**src/noc_pkg.sv**
```systemverilog
`timescale 1ns / 1ps

package noc_pkg;

  localparam int unsigned COORD_BITS_DEF = 16;
  localparam int unsigned QUEUE_DEPTH    = 2;

  localparam int unsigned DIST_W     = 15;
  localparam int unsigned SQ_W       = 32;
  localparam int unsigned SQ_OP_W    = 16;
  localparam int unsigned CFG_IDX_W  = 2;
  localparam int unsigned CFG_DATA_W = 32;

  localparam logic [CFG_IDX_W-1:0] CFG_MIN_FWD = 2'd0;
  localparam logic [CFG_IDX_W-1:0] CFG_MAX_FWD = 2'd1;
  localparam logic [CFG_IDX_W-1:0] CFG_HALF_W  = 2'd2;
  localparam logic [CFG_IDX_W-1:0] CFG_CONE_SQ = 2'd3;

  localparam logic [DIST_W-1:0] MIN_FWD_RST = 15'd500;
  localparam logic [DIST_W-1:0] MAX_FWD_RST = 15'd3000;
  localparam logic [DIST_W-1:0] HALF_W_RST  = 15'd400;
  localparam logic [SQ_W-1:0]   CONE_SQ_RST = 32'd1000000;

  typedef struct packed {
    logic [DIST_W-1:0] min_fwd;
    logic [DIST_W-1:0] max_fwd;
    logic [DIST_W-1:0] half_w;
    logic [SQ_W-1:0]   cone_sq;
  } cfg_t;

endpackage

```
**src/noc_fifo.sv**
```systemverilog
`timescale 1ns / 1ps

module noc_fifo #(
  parameter int unsigned WIDTH = 32,
  parameter int unsigned DEPTH = 2
) (
  input  logic             clk_i,
  input  logic             rst_ni,
  input  logic             push_i,
  input  logic [WIDTH-1:0] wdata_i,
  output logic             full_o,
  input  logic             pop_i,
  output logic             valid_o,
  output logic [WIDTH-1:0] rdata_o
);

  localparam int unsigned PW = (DEPTH > 1) ? $clog2(DEPTH) : 1;
  localparam int unsigned CW = $clog2(DEPTH + 1);

  logic [WIDTH-1:0] mem_q [DEPTH];
  logic [PW-1:0]    wr_ptr_q, wr_ptr_d, rd_ptr_q, rd_ptr_d;
  logic [CW-1:0]    count_q, count_d;
  logic             do_push, do_pop;

  assign full_o  = (count_q == CW'(DEPTH));
  assign valid_o = (count_q != '0);
  assign rdata_o = mem_q[rd_ptr_q];
  assign do_push = push_i && !full_o;
  assign do_pop  = pop_i && valid_o;

  always_comb begin
    wr_ptr_d = wr_ptr_q;
    rd_ptr_d = rd_ptr_q;
    count_d  = count_q;
    if (do_push) begin
      wr_ptr_d = (wr_ptr_q == PW'(DEPTH - 1)) ? '0 : wr_ptr_q + 1'b1;
    end
    if (do_pop) begin
      rd_ptr_d = (rd_ptr_q == PW'(DEPTH - 1)) ? '0 : rd_ptr_q + 1'b1;
    end
    if (do_push && !do_pop) begin
      count_d = count_q + 1'b1;
    end else if (do_pop && !do_push) begin
      count_d = count_q - 1'b1;
    end
  end

  always_ff @(posedge clk_i or negedge rst_ni) begin
    if (!rst_ni) begin
      wr_ptr_q <= '0;
      rd_ptr_q <= '0;
      count_q  <= '0;
    end else begin
      wr_ptr_q <= wr_ptr_d;
      rd_ptr_q <= rd_ptr_d;
      count_q  <= count_d;
    end
  end

  always_ff @(posedge clk_i) begin
    if (do_push) begin
      mem_q[wr_ptr_q] <= wdata_i;
    end
  end

endmodule

```
**src/noc_front.sv**
```systemverilog
`timescale 1ns / 1ps

module noc_front #(
  parameter int unsigned COORD_BITS = noc_pkg::COORD_BITS_DEF
) (
  input  logic                         clk_i,
  input  logic                         rst_ni,
  input  noc_pkg::cfg_t                cfg_i,
  input  logic                         in_valid_i,
  output logic                         in_ready_o,
  input  logic signed [COORD_BITS-1:0] point_x_i,
  input  logic signed [COORD_BITS-1:0] point_y_i,
  input  logic                         last_point_i,
  input  logic                         full_i,
  output logic                         push_o,
  output logic                         ent_valid_o,
  output logic signed [COORD_BITS-1:0] ent_x_o,
  output logic signed [COORD_BITS-1:0] ent_y_o
);

  import noc_pkg::*;

  localparam int unsigned XW = ((COORD_BITS > DIST_W + 1) ? COORD_BITS : DIST_W + 1) + 1;

  logic signed [XW-1:0]         px_x, py_x, py_abs, min_x, max_x, half_x;
  logic                         in_win, take, accept;
  logic                         best_v_q, best_v_d, new_v;
  logic signed [COORD_BITS-1:0] best_x_q, best_x_d, best_y_q, best_y_d, new_x, new_y;

  assign in_ready_o = !full_i;
  assign accept     = in_valid_i && in_ready_o;
  assign push_o     = accept && last_point_i;

  assign px_x   = XW'(point_x_i);
  assign py_x   = XW'(point_y_i);
  assign py_abs = py_x[XW-1] ? -py_x : py_x;
  assign min_x  = XW'(cfg_i.min_fwd);
  assign max_x  = XW'(cfg_i.max_fwd);
  assign half_x = XW'(cfg_i.half_w);

  assign in_win = (px_x >= min_x) && (px_x <= max_x) && (py_abs <= half_x);
  assign take   = in_win && (!best_v_q || (point_x_i < best_x_q));

  assign new_v = take || best_v_q;
  assign new_x = take ? point_x_i : best_x_q;
  assign new_y = take ? point_y_i : best_y_q;

  assign ent_valid_o = new_v;
  assign ent_x_o     = new_x;
  assign ent_y_o     = new_y;

  // The kept point is zero whenever nothing is kept, so the frame record needs no masking.
  always_comb begin
    best_v_d = best_v_q;
    best_x_d = best_x_q;
    best_y_d = best_y_q;
    if (accept) begin
      if (last_point_i) begin
        best_v_d = 1'b0;
        best_x_d = '0;
        best_y_d = '0;
      end else begin
        best_v_d = new_v;
        best_x_d = new_x;
        best_y_d = new_y;
      end
    end
  end

  always_ff @(posedge clk_i or negedge rst_ni) begin
    if (!rst_ni) begin
      best_v_q <= 1'b0;
      best_x_q <= '0;
      best_y_q <= '0;
    end else begin
      best_v_q <= best_v_d;
      best_x_q <= best_x_d;
      best_y_q <= best_y_d;
    end
  end

endmodule

```
**src/noc_back.sv**
```systemverilog
`timescale 1ns / 1ps

module noc_back #(
  parameter int unsigned COORD_BITS = noc_pkg::COORD_BITS_DEF
) (
  input  logic                         clk_i,
  input  logic                         rst_ni,
  input  noc_pkg::cfg_t                cfg_i,
  input  logic                         ent_avail_i,
  output logic                         pop_o,
  input  logic                         ent_valid_i,
  input  logic signed [COORD_BITS-1:0] ent_x_i,
  input  logic signed [COORD_BITS-1:0] ent_y_i,
  input  logic                         ent_cone_i,
  input  logic signed [COORD_BITS-1:0] ent_cone_x_i,
  input  logic signed [COORD_BITS-1:0] ent_cone_y_i,
  output logic                         out_valid_o,
  input  logic                         out_ready_i,
  output logic                         obstacle_found_o,
  output logic signed [COORD_BITS-1:0] obstacle_x_o,
  output logic signed [COORD_BITS-1:0] obstacle_y_o,
  output logic                         cone_suppressed_o
);

  import noc_pkg::*;

  localparam int unsigned DW = COORD_BITS + 1;
  localparam int unsigned AW = (DW > SQ_OP_W + 1) ? DW : SQ_OP_W + 1;

  logic                         en;
  logic signed [DW-1:0]         dx, dy;
  logic [DW-1:0]                ax, ay;
  logic [AW-1:0]                ax_ext, ay_ext;
  logic                         far_d;

  logic                         s1_v_q, s1_bv_q, s1_cv_q, s1_far_q;
  logic signed [COORD_BITS-1:0] s1_x_q, s1_y_q;
  logic [SQ_OP_W-1:0]           s1_ax_q, s1_ay_q;

  logic                         s2_v_q, s2_bv_q, s2_cv_q, s2_far_q;
  logic signed [COORD_BITS-1:0] s2_x_q, s2_y_q;
  logic [2*SQ_OP_W-1:0]         s2_sqx_q, s2_sqy_q;

  logic [SQ_W:0]                dist_sq;
  logic                         supp;

  logic                         out_v_q, found_q, supp_q;
  logic signed [COORD_BITS-1:0] out_x_q, out_y_q;

  assign en    = !out_v_q || out_ready_i;
  assign pop_o = en;

  assign dx     = DW'(ent_x_i) - DW'(ent_cone_x_i);
  assign dy     = DW'(ent_y_i) - DW'(ent_cone_y_i);
  assign ax     = dx[DW-1] ? DW'(-dx) : DW'(dx);
  assign ay     = dy[DW-1] ? DW'(-dy) : DW'(dy);
  assign ax_ext = AW'(ax);
  assign ay_ext = AW'(ay);
  assign far_d  = (ax_ext[AW-1:SQ_OP_W] != '0) || (ay_ext[AW-1:SQ_OP_W] != '0);

  assign dist_sq = (SQ_W + 1)'(s2_sqx_q) + (SQ_W + 1)'(s2_sqy_q);
  assign supp    = s2_bv_q && s2_cv_q && !s2_far_q && (dist_sq < (SQ_W + 1)'(cfg_i.cone_sq));

  always_ff @(posedge clk_i or negedge rst_ni) begin
    if (!rst_ni) begin
      s1_v_q  <= 1'b0;
      s2_v_q  <= 1'b0;
      out_v_q <= 1'b0;
    end else if (en) begin
      s1_v_q  <= ent_avail_i;
      s2_v_q  <= s1_v_q;
      out_v_q <= s2_v_q;
    end
  end

  always_ff @(posedge clk_i) begin
    if (en) begin
      s1_bv_q  <= ent_valid_i;
      s1_cv_q  <= ent_cone_i;
      s1_far_q <= far_d;
      s1_x_q   <= ent_x_i;
      s1_y_q   <= ent_y_i;
      s1_ax_q  <= ax_ext[SQ_OP_W-1:0];
      s1_ay_q  <= ay_ext[SQ_OP_W-1:0];

      s2_bv_q  <= s1_bv_q;
      s2_cv_q  <= s1_cv_q;
      s2_far_q <= s1_far_q;
      s2_x_q   <= s1_x_q;
      s2_y_q   <= s1_y_q;
      s2_sqx_q <= s1_ax_q * s1_ax_q;
      s2_sqy_q <= s1_ay_q * s1_ay_q;

      found_q <= s2_bv_q && !supp;
      supp_q  <= supp;
      out_x_q <= s2_x_q;
      out_y_q <= s2_y_q;
    end
  end

  assign out_valid_o       = out_v_q;
  assign obstacle_found_o  = found_q;
  assign cone_suppressed_o = supp_q;
  assign obstacle_x_o      = out_x_q;
  assign obstacle_y_o      = out_y_q;

endmodule

```
**src/nearest_obstacle_in_corridor.sv**
```systemverilog
`timescale 1ns / 1ps

// Takes one point per cycle while input ready is high and keeps the nearest point inside the
// forward corridor; the point flagged last closes the frame and yields one result beat carrying
// the nearest point, whether it was found, and whether a valid cone within the exclusion radius
// suppressed it. The front section holds the running nearest point. A closed frame enters a
// two-entry queue, and the cone distance check runs as a three-stage pipeline (axis differences,
// squaring, sum and compare into the output register) that a result beat passes through after
// leaving the queue. Input ready drops only while the queue is full, which happens when results
// are not taken.
module nearest_obstacle_in_corridor #(
  parameter int unsigned COORD_BITS = noc_pkg::COORD_BITS_DEF
) (
  input  logic                                clk_i,
  input  logic                                rst_ni,
  input  logic                                cfg_we_i,
  input  logic [noc_pkg::CFG_IDX_W-1:0]       cfg_idx_i,
  input  logic [noc_pkg::CFG_DATA_W-1:0]      cfg_data_i,
  input  logic                                in_valid_i,
  output logic                                in_ready_o,
  input  logic signed [COORD_BITS-1:0]        point_x_i,
  input  logic signed [COORD_BITS-1:0]        point_y_i,
  input  logic                                last_point_i,
  input  logic                                cone_valid_i,
  input  logic signed [COORD_BITS-1:0]        cone_pos_x_i,
  input  logic signed [COORD_BITS-1:0]        cone_pos_y_i,
  output logic                                out_valid_o,
  input  logic                                out_ready_i,
  output logic                                obstacle_found_o,
  output logic signed [COORD_BITS-1:0]        obstacle_x_o,
  output logic signed [COORD_BITS-1:0]        obstacle_y_o,
  output logic                                cone_suppressed_o
);

  import noc_pkg::*;

  localparam int unsigned ENT_W = 4 * COORD_BITS + 2;

  cfg_t                         cfg_q;
  logic                         full, push, avail, pop;
  logic                         f_valid;
  logic signed [COORD_BITS-1:0] f_x, f_y;
  logic [ENT_W-1:0]             wdata, rdata;

  always_ff @(posedge clk_i or negedge rst_ni) begin
    if (!rst_ni) begin
      cfg_q.min_fwd <= MIN_FWD_RST;
      cfg_q.max_fwd <= MAX_FWD_RST;
      cfg_q.half_w  <= HALF_W_RST;
      cfg_q.cone_sq <= CONE_SQ_RST;
    end else if (cfg_we_i) begin
      case (cfg_idx_i)
        CFG_MIN_FWD: cfg_q.min_fwd <= cfg_data_i[DIST_W-1:0];
        CFG_MAX_FWD: cfg_q.max_fwd <= cfg_data_i[DIST_W-1:0];
        CFG_HALF_W:  cfg_q.half_w  <= cfg_data_i[DIST_W-1:0];
        CFG_CONE_SQ: cfg_q.cone_sq <= cfg_data_i[SQ_W-1:0];
        default: ;
      endcase
    end
  end

  noc_front #(
    .COORD_BITS (COORD_BITS)
  ) u_front (
    .clk_i        (clk_i),
    .rst_ni       (rst_ni),
    .cfg_i        (cfg_q),
    .in_valid_i   (in_valid_i),
    .in_ready_o   (in_ready_o),
    .point_x_i    (point_x_i),
    .point_y_i    (point_y_i),
    .last_point_i (last_point_i),
    .full_i       (full),
    .push_o       (push),
    .ent_valid_o  (f_valid),
    .ent_x_o      (f_x),
    .ent_y_o      (f_y)
  );

  assign wdata = {f_valid, f_x, f_y, cone_valid_i, cone_pos_x_i, cone_pos_y_i};

  noc_fifo #(
    .WIDTH (ENT_W),
    .DEPTH (QUEUE_DEPTH)
  ) u_queue (
    .clk_i   (clk_i),
    .rst_ni  (rst_ni),
    .push_i  (push),
    .wdata_i (wdata),
    .full_o  (full),
    .pop_i   (pop),
    .valid_o (avail),
    .rdata_o (rdata)
  );

  noc_back #(
    .COORD_BITS (COORD_BITS)
  ) u_back (
    .clk_i             (clk_i),
    .rst_ni            (rst_ni),
    .cfg_i             (cfg_q),
    .ent_avail_i       (avail),
    .pop_o             (pop),
    .ent_valid_i       (rdata[ENT_W-1]),
    .ent_x_i           (rdata[ENT_W-2 -: COORD_BITS]),
    .ent_y_i           (rdata[ENT_W-2-COORD_BITS -: COORD_BITS]),
    .ent_cone_i        (rdata[2*COORD_BITS]),
    .ent_cone_x_i      (rdata[2*COORD_BITS-1 -: COORD_BITS]),
    .ent_cone_y_i      (rdata[COORD_BITS-1:0]),
    .out_valid_o       (out_valid_o),
    .out_ready_i       (out_ready_i),
    .obstacle_found_o  (obstacle_found_o),
    .obstacle_x_o      (obstacle_x_o),
    .obstacle_y_o      (obstacle_y_o),
    .cone_suppressed_o (cone_suppressed_o)
  );

  a_found_excl: assert property (@(posedge clk_i) disable iff (!rst_ni)
    out_valid_o |-> !(obstacle_found_o && cone_suppressed_o))
    else $error("obstacle reported as both found and suppressed");

  a_empty_zero: assert property (@(posedge clk_i) disable iff (!rst_ni)
    (out_valid_o && !obstacle_found_o && !cone_suppressed_o) |->
      (obstacle_x_o == '0 && obstacle_y_o == '0))
    else $error("empty frame reported nonzero coordinates");

  a_no_push_full: assert property (@(posedge clk_i) disable iff (!rst_ni)
    (in_valid_i && in_ready_o && last_point_i) |-> !full)
    else $error("frame closed while the queue was full");

endmodule
```
**config.mk**
```make
export PLATFORM = sky130hd
export DESIGN_NAME = nearest_obstacle_in_corridor
export DESIGN_NICKNAME = d
export VERILOG_FILES = /design/src/noc_pkg.sv /design/src/noc_fifo.sv /design/src/noc_front.sv /design/src/noc_back.sv /design/src/nearest_obstacle_in_corridor.sv
export SDC_FILE = /design/constraint.sdc
export NUM_CORES = 2
export LEC_CHECK = 0
export BUFFER_PORTS_ARGS = -buffer_cell sky130_fd_sc_hd__buf_2
export CAP_MARGIN = 20
export CORE_MARGIN = 2
export CORE_UTILIZATION = 53
export DETAILED_ROUTE_END_ITERATION = 12
export PLACE_DENSITY = 0.7
export SYNTH_ARGS = -nofsm -noshare
export SYNTH_HDL_FRONTEND = slang
export SYNTH_SLANG_ARGS = --single-unit
export TNS_END_PERCENT = 30
```
**constraint.sdc**
```tcl
create_clock -name clk_i -period 10.4 [get_ports clk_i]
set_clock_uncertainty 0.1 [all_clocks]
set_input_delay 0 -clock clk_i [delete_from_list [all_inputs] [get_ports clk_i]]
set_output_delay 0 -clock clk_i [all_outputs]
set_load 0.1 [all_outputs]
```
==> metrics.csv <==
metric;value;unit
Setup Buffers After CTS;0;
DRC;0;
synthesized cell area;36400;um2
Least-Margin Pin Slew;1022;ps
total vias in the final route;24600;
vias in the first global route;25400;
first-pass GRT wire length;131100;um
pre-CTS setup slack;3613;ps
CTS root buf;clkbuf_16;
Die Height;266.1;um
initial antenna violation count;2;
DR iter-0 viols;1401;
CP startpoint;u_back.s1_ay_q[12];
clk_lat worst skew;620;ps
crit end category;flop;
remaining antenna violation count;0;
hold endpoint;u_queue.mem_q[1][17];
Longest Clk Path Bufs;3;
layout cells sized above 1;10.91;%
Min Hold Slack;26.63;ps
GRT Overall Usage;23.34;%
register area share after synthesis;35.35;%
Post-synth EDFFs;330;
critical-path maximum fanout;13;
Initial Util;53.25;%
diode count;0;
CP required;10670;ps
grt total ovfl;0;
number of max-cap violations;0;
CTS tree;built;
filler cell count;5563;
RePlAce Congestion;0.8842;
worst setup slack after layout;3605;ps
top_reg_cell synth;edfxtp_1;
fmax;0.1472;GHz
slew margin rel.;31.88;%
crit path DAT;7060;ps
WL per Instance;17.64;um
R2R cell count;22;
Yosys top cell area share;27.23;%
RSZ-0062 raised after global routing;false;
Total Neg Setup Slack;0;ps
DRT Pass-1 Iters;5;
Final Hold Viols;0;
worst hold path class;input pin to flop;
Die X;266.1;um
Post-Syn Nets;4171;
synthesized flop and latch total;447;
post_cts resized;0;
Setup-failing EPs final;0;
drt via density;5.408;
Post-DP HPWL;60500;um
Mean Syn Cell Area;10.77;um2
core area;68350;um2
depth of the worst hold-timing path;2;
largest net degree at the start of global routing;72;
P&R area growth vs syn;12.83;%
Synth area leader;edfxtp_1;
Startpoint Class;flop;
Worst-path clk slew;70;ps
Post-Synthesis Cells;3379;
Worst Hold Launch;cone_pos_x_i[1];
port bufs;140;
reg2reg start;u_back.s1_ay_q[12];
Num Clock Sinks;447;
Reg2Reg Capture Point;u_back.s2_sqy_q[31];
row count;96;
outcome;completed;
CTS Buf Count;49;
part of the cycle the worst path needs;65.34;%
DRT Wirelength;80270;um
Synth warnings;0;
H-Tree Depth;2;
die area;70790;um2
Boundary Pins;141;
top cells by area, synth;edfxtp_1, fa_1, ha_1, inv_1, dfrtp_1;
Worst Setup Path Type;flop to flop;
max-slew violations;0;
Tmin final;6795;ps
asr flop ratio synth;26.17;%
worst reg-to-reg setup slack;3610;ps
Cell variety after synth;66;
post-layout net count;4418;
## metal layers
metal | up-vias | global-route usage, % | part of all wire [%] | wire (um)
met2 | 562 | 38.55 | 47 | 37790
met1 | 12140 | 32.82 | 46 | 36870
li1 | 11790 | - | - | -
met5 | - | 0 | 0 | 0
met4 | 0 | 6.043 | 2.3 | 1847
met3 | 113 | 2.911 | 4.7 | 3759
## layout by cell type (no fill, tap or decap), types with 15 or more instances in the layout
cell type,instances
mux2_2,101
o311ai_1,18
edfxtp_1,330
dfrtp_1,93
mux2i_1,33
o21bai_1,15
dlygate4sd3_1,134
nor3_1,42
o21ai_0,111
a21oi_1,97
nand4_1,20
nand3_1,95
o211ai_1,15
a21o_1,59
inv_1,643
a211oi_1,17
o21a_1,33
dfstp_2,23
fa_1,326
xor2_1,38
o31ai_1,15
nor2b_1,26
nand2b_1,22
buf_2,139
nand2_1,257
and3_1,18
ha_1,361
clkbuf_16,50
and2_1,86
xnor2_1,126
nor3b_1,29
nor2_1,106
## per-stage QoR
step | std cells | cell area, um2 | utilization [%]
after floorplan | 3379 | 36400 | -
after global placement | 4319 | 37960 | 55.53
after detailed placement | 4319 | 37960 | 55.53
after CTS | 4546 | 41030 | 60.04
after global routing | 4549 | 41060 | 60.08
final | 4549 | 41060 | 60.08
## timing repair
item	in CTS	in global routing
hold endpoints to repair	299	0
endpoints found under the setup margin	0	0
hold buffers	135	0
## how the worst max path moves through the flow
stage               slack (ps)  cells past startpoint                   to
floorplan                 2660                      6   u_queue.count_q[1]
global placement          3670                     22  u_back.s2_sqx_q[31]
detailed placement        3610                     20  u_back.s2_sqx_q[31]
CTS                       3610                     21  u_back.s2_sqx_q[31]
global route              3150                     21  u_back.s2_sqx_q[31]
finish                    3610                     22  u_back.s2_sqy_q[31]
## cells in the mapped netlist, types with 87 or more instances
library cell,count
xnor2_1,126
nand3_1,95
dfrtp_1,94
o21ai_0,111
inv_1,643
edfxtp_1,330
ha_1,361
nor2_1,107
nand2_1,258
mux2_2,101
and2_1,87
fa_1,326
a21oi_1,97
## registers in the layout, indices dropped and copies added (netlist names), 2 cells and up
| name | flops |
|---|---|
| u_back.s1_x_q | 16 |
| u_queue.count_q | 2 |
| u_back.s2_sqy_q | 31 |
| u_back.obstacle_x_o | 16 |
| u_front.best_y_q | 16 |
| u_back.s1_y_q | 16 |
| u_queue.mem_q | 132 |
| u_front.best_x_q | 16 |
| u_back.obstacle_y_o | 16 |
| u_back.s2_sqx_q | 31 |
| u_back.s2_y_q | 16 |
| u_back.s2_x_q | 16 |
| u_back.s1_ax_q | 16 |
| cfg_q | 77 |
| u_back.s1_ay_q | 16 |
## final cells by class
cell class	instances	area (um2)	area share, %
Tap cell	882	1104	2.687
Multi-Input combinational cell	2192	20760	50.55
Clock inverter	31	385.4	0.9385
Sequential cell	447	12870	31.34
Inverter	645	2421	5.896
Timing Repair Buffer	291	2202	5.363
Clock buffer	61	1323	3.221
## worst max-delay path, cell delays in order (launching register included)
cell and delay (ps):
edfxtp_1 750, inv_1 250, nor2_1 220, ha_1 280, xor2_1 190, fa_1 540
inv_1 50, fa_1 480, fa_1 470, fa_1 550, inv_1 60, fa_1 480
inv_1 50, ha_1 350, a21o_1 190, a21oi_1 190, o21ai_0 140, o31ai_1 290
a31oi_1 160, a211o_1 320, a21o_1 190, a21oi_1 170, xnor2_1 90
## logic make-up after synthesis
| logic type | after synthesis | synth area share (%) |
|---|---|---|
| AND/OR/NAND/NOR | 750 | 10.13 |
| buffers and inverters | 740 | 7.714 |
| adder cells (fa/ha/maj) | 687 | 30.34 |
| AO/OA/AOI/OAI | 457 | 8.481 |
| flip-flops | 447 | 35.35 |
| XOR/XNOR | 164 | 3.947 |
| multiplexers | 134 | 4.032 |
Power is left out: the tool's default activity adds up to more than one toggle a clock period on the data nets, which glitch-free logic cannot reach.
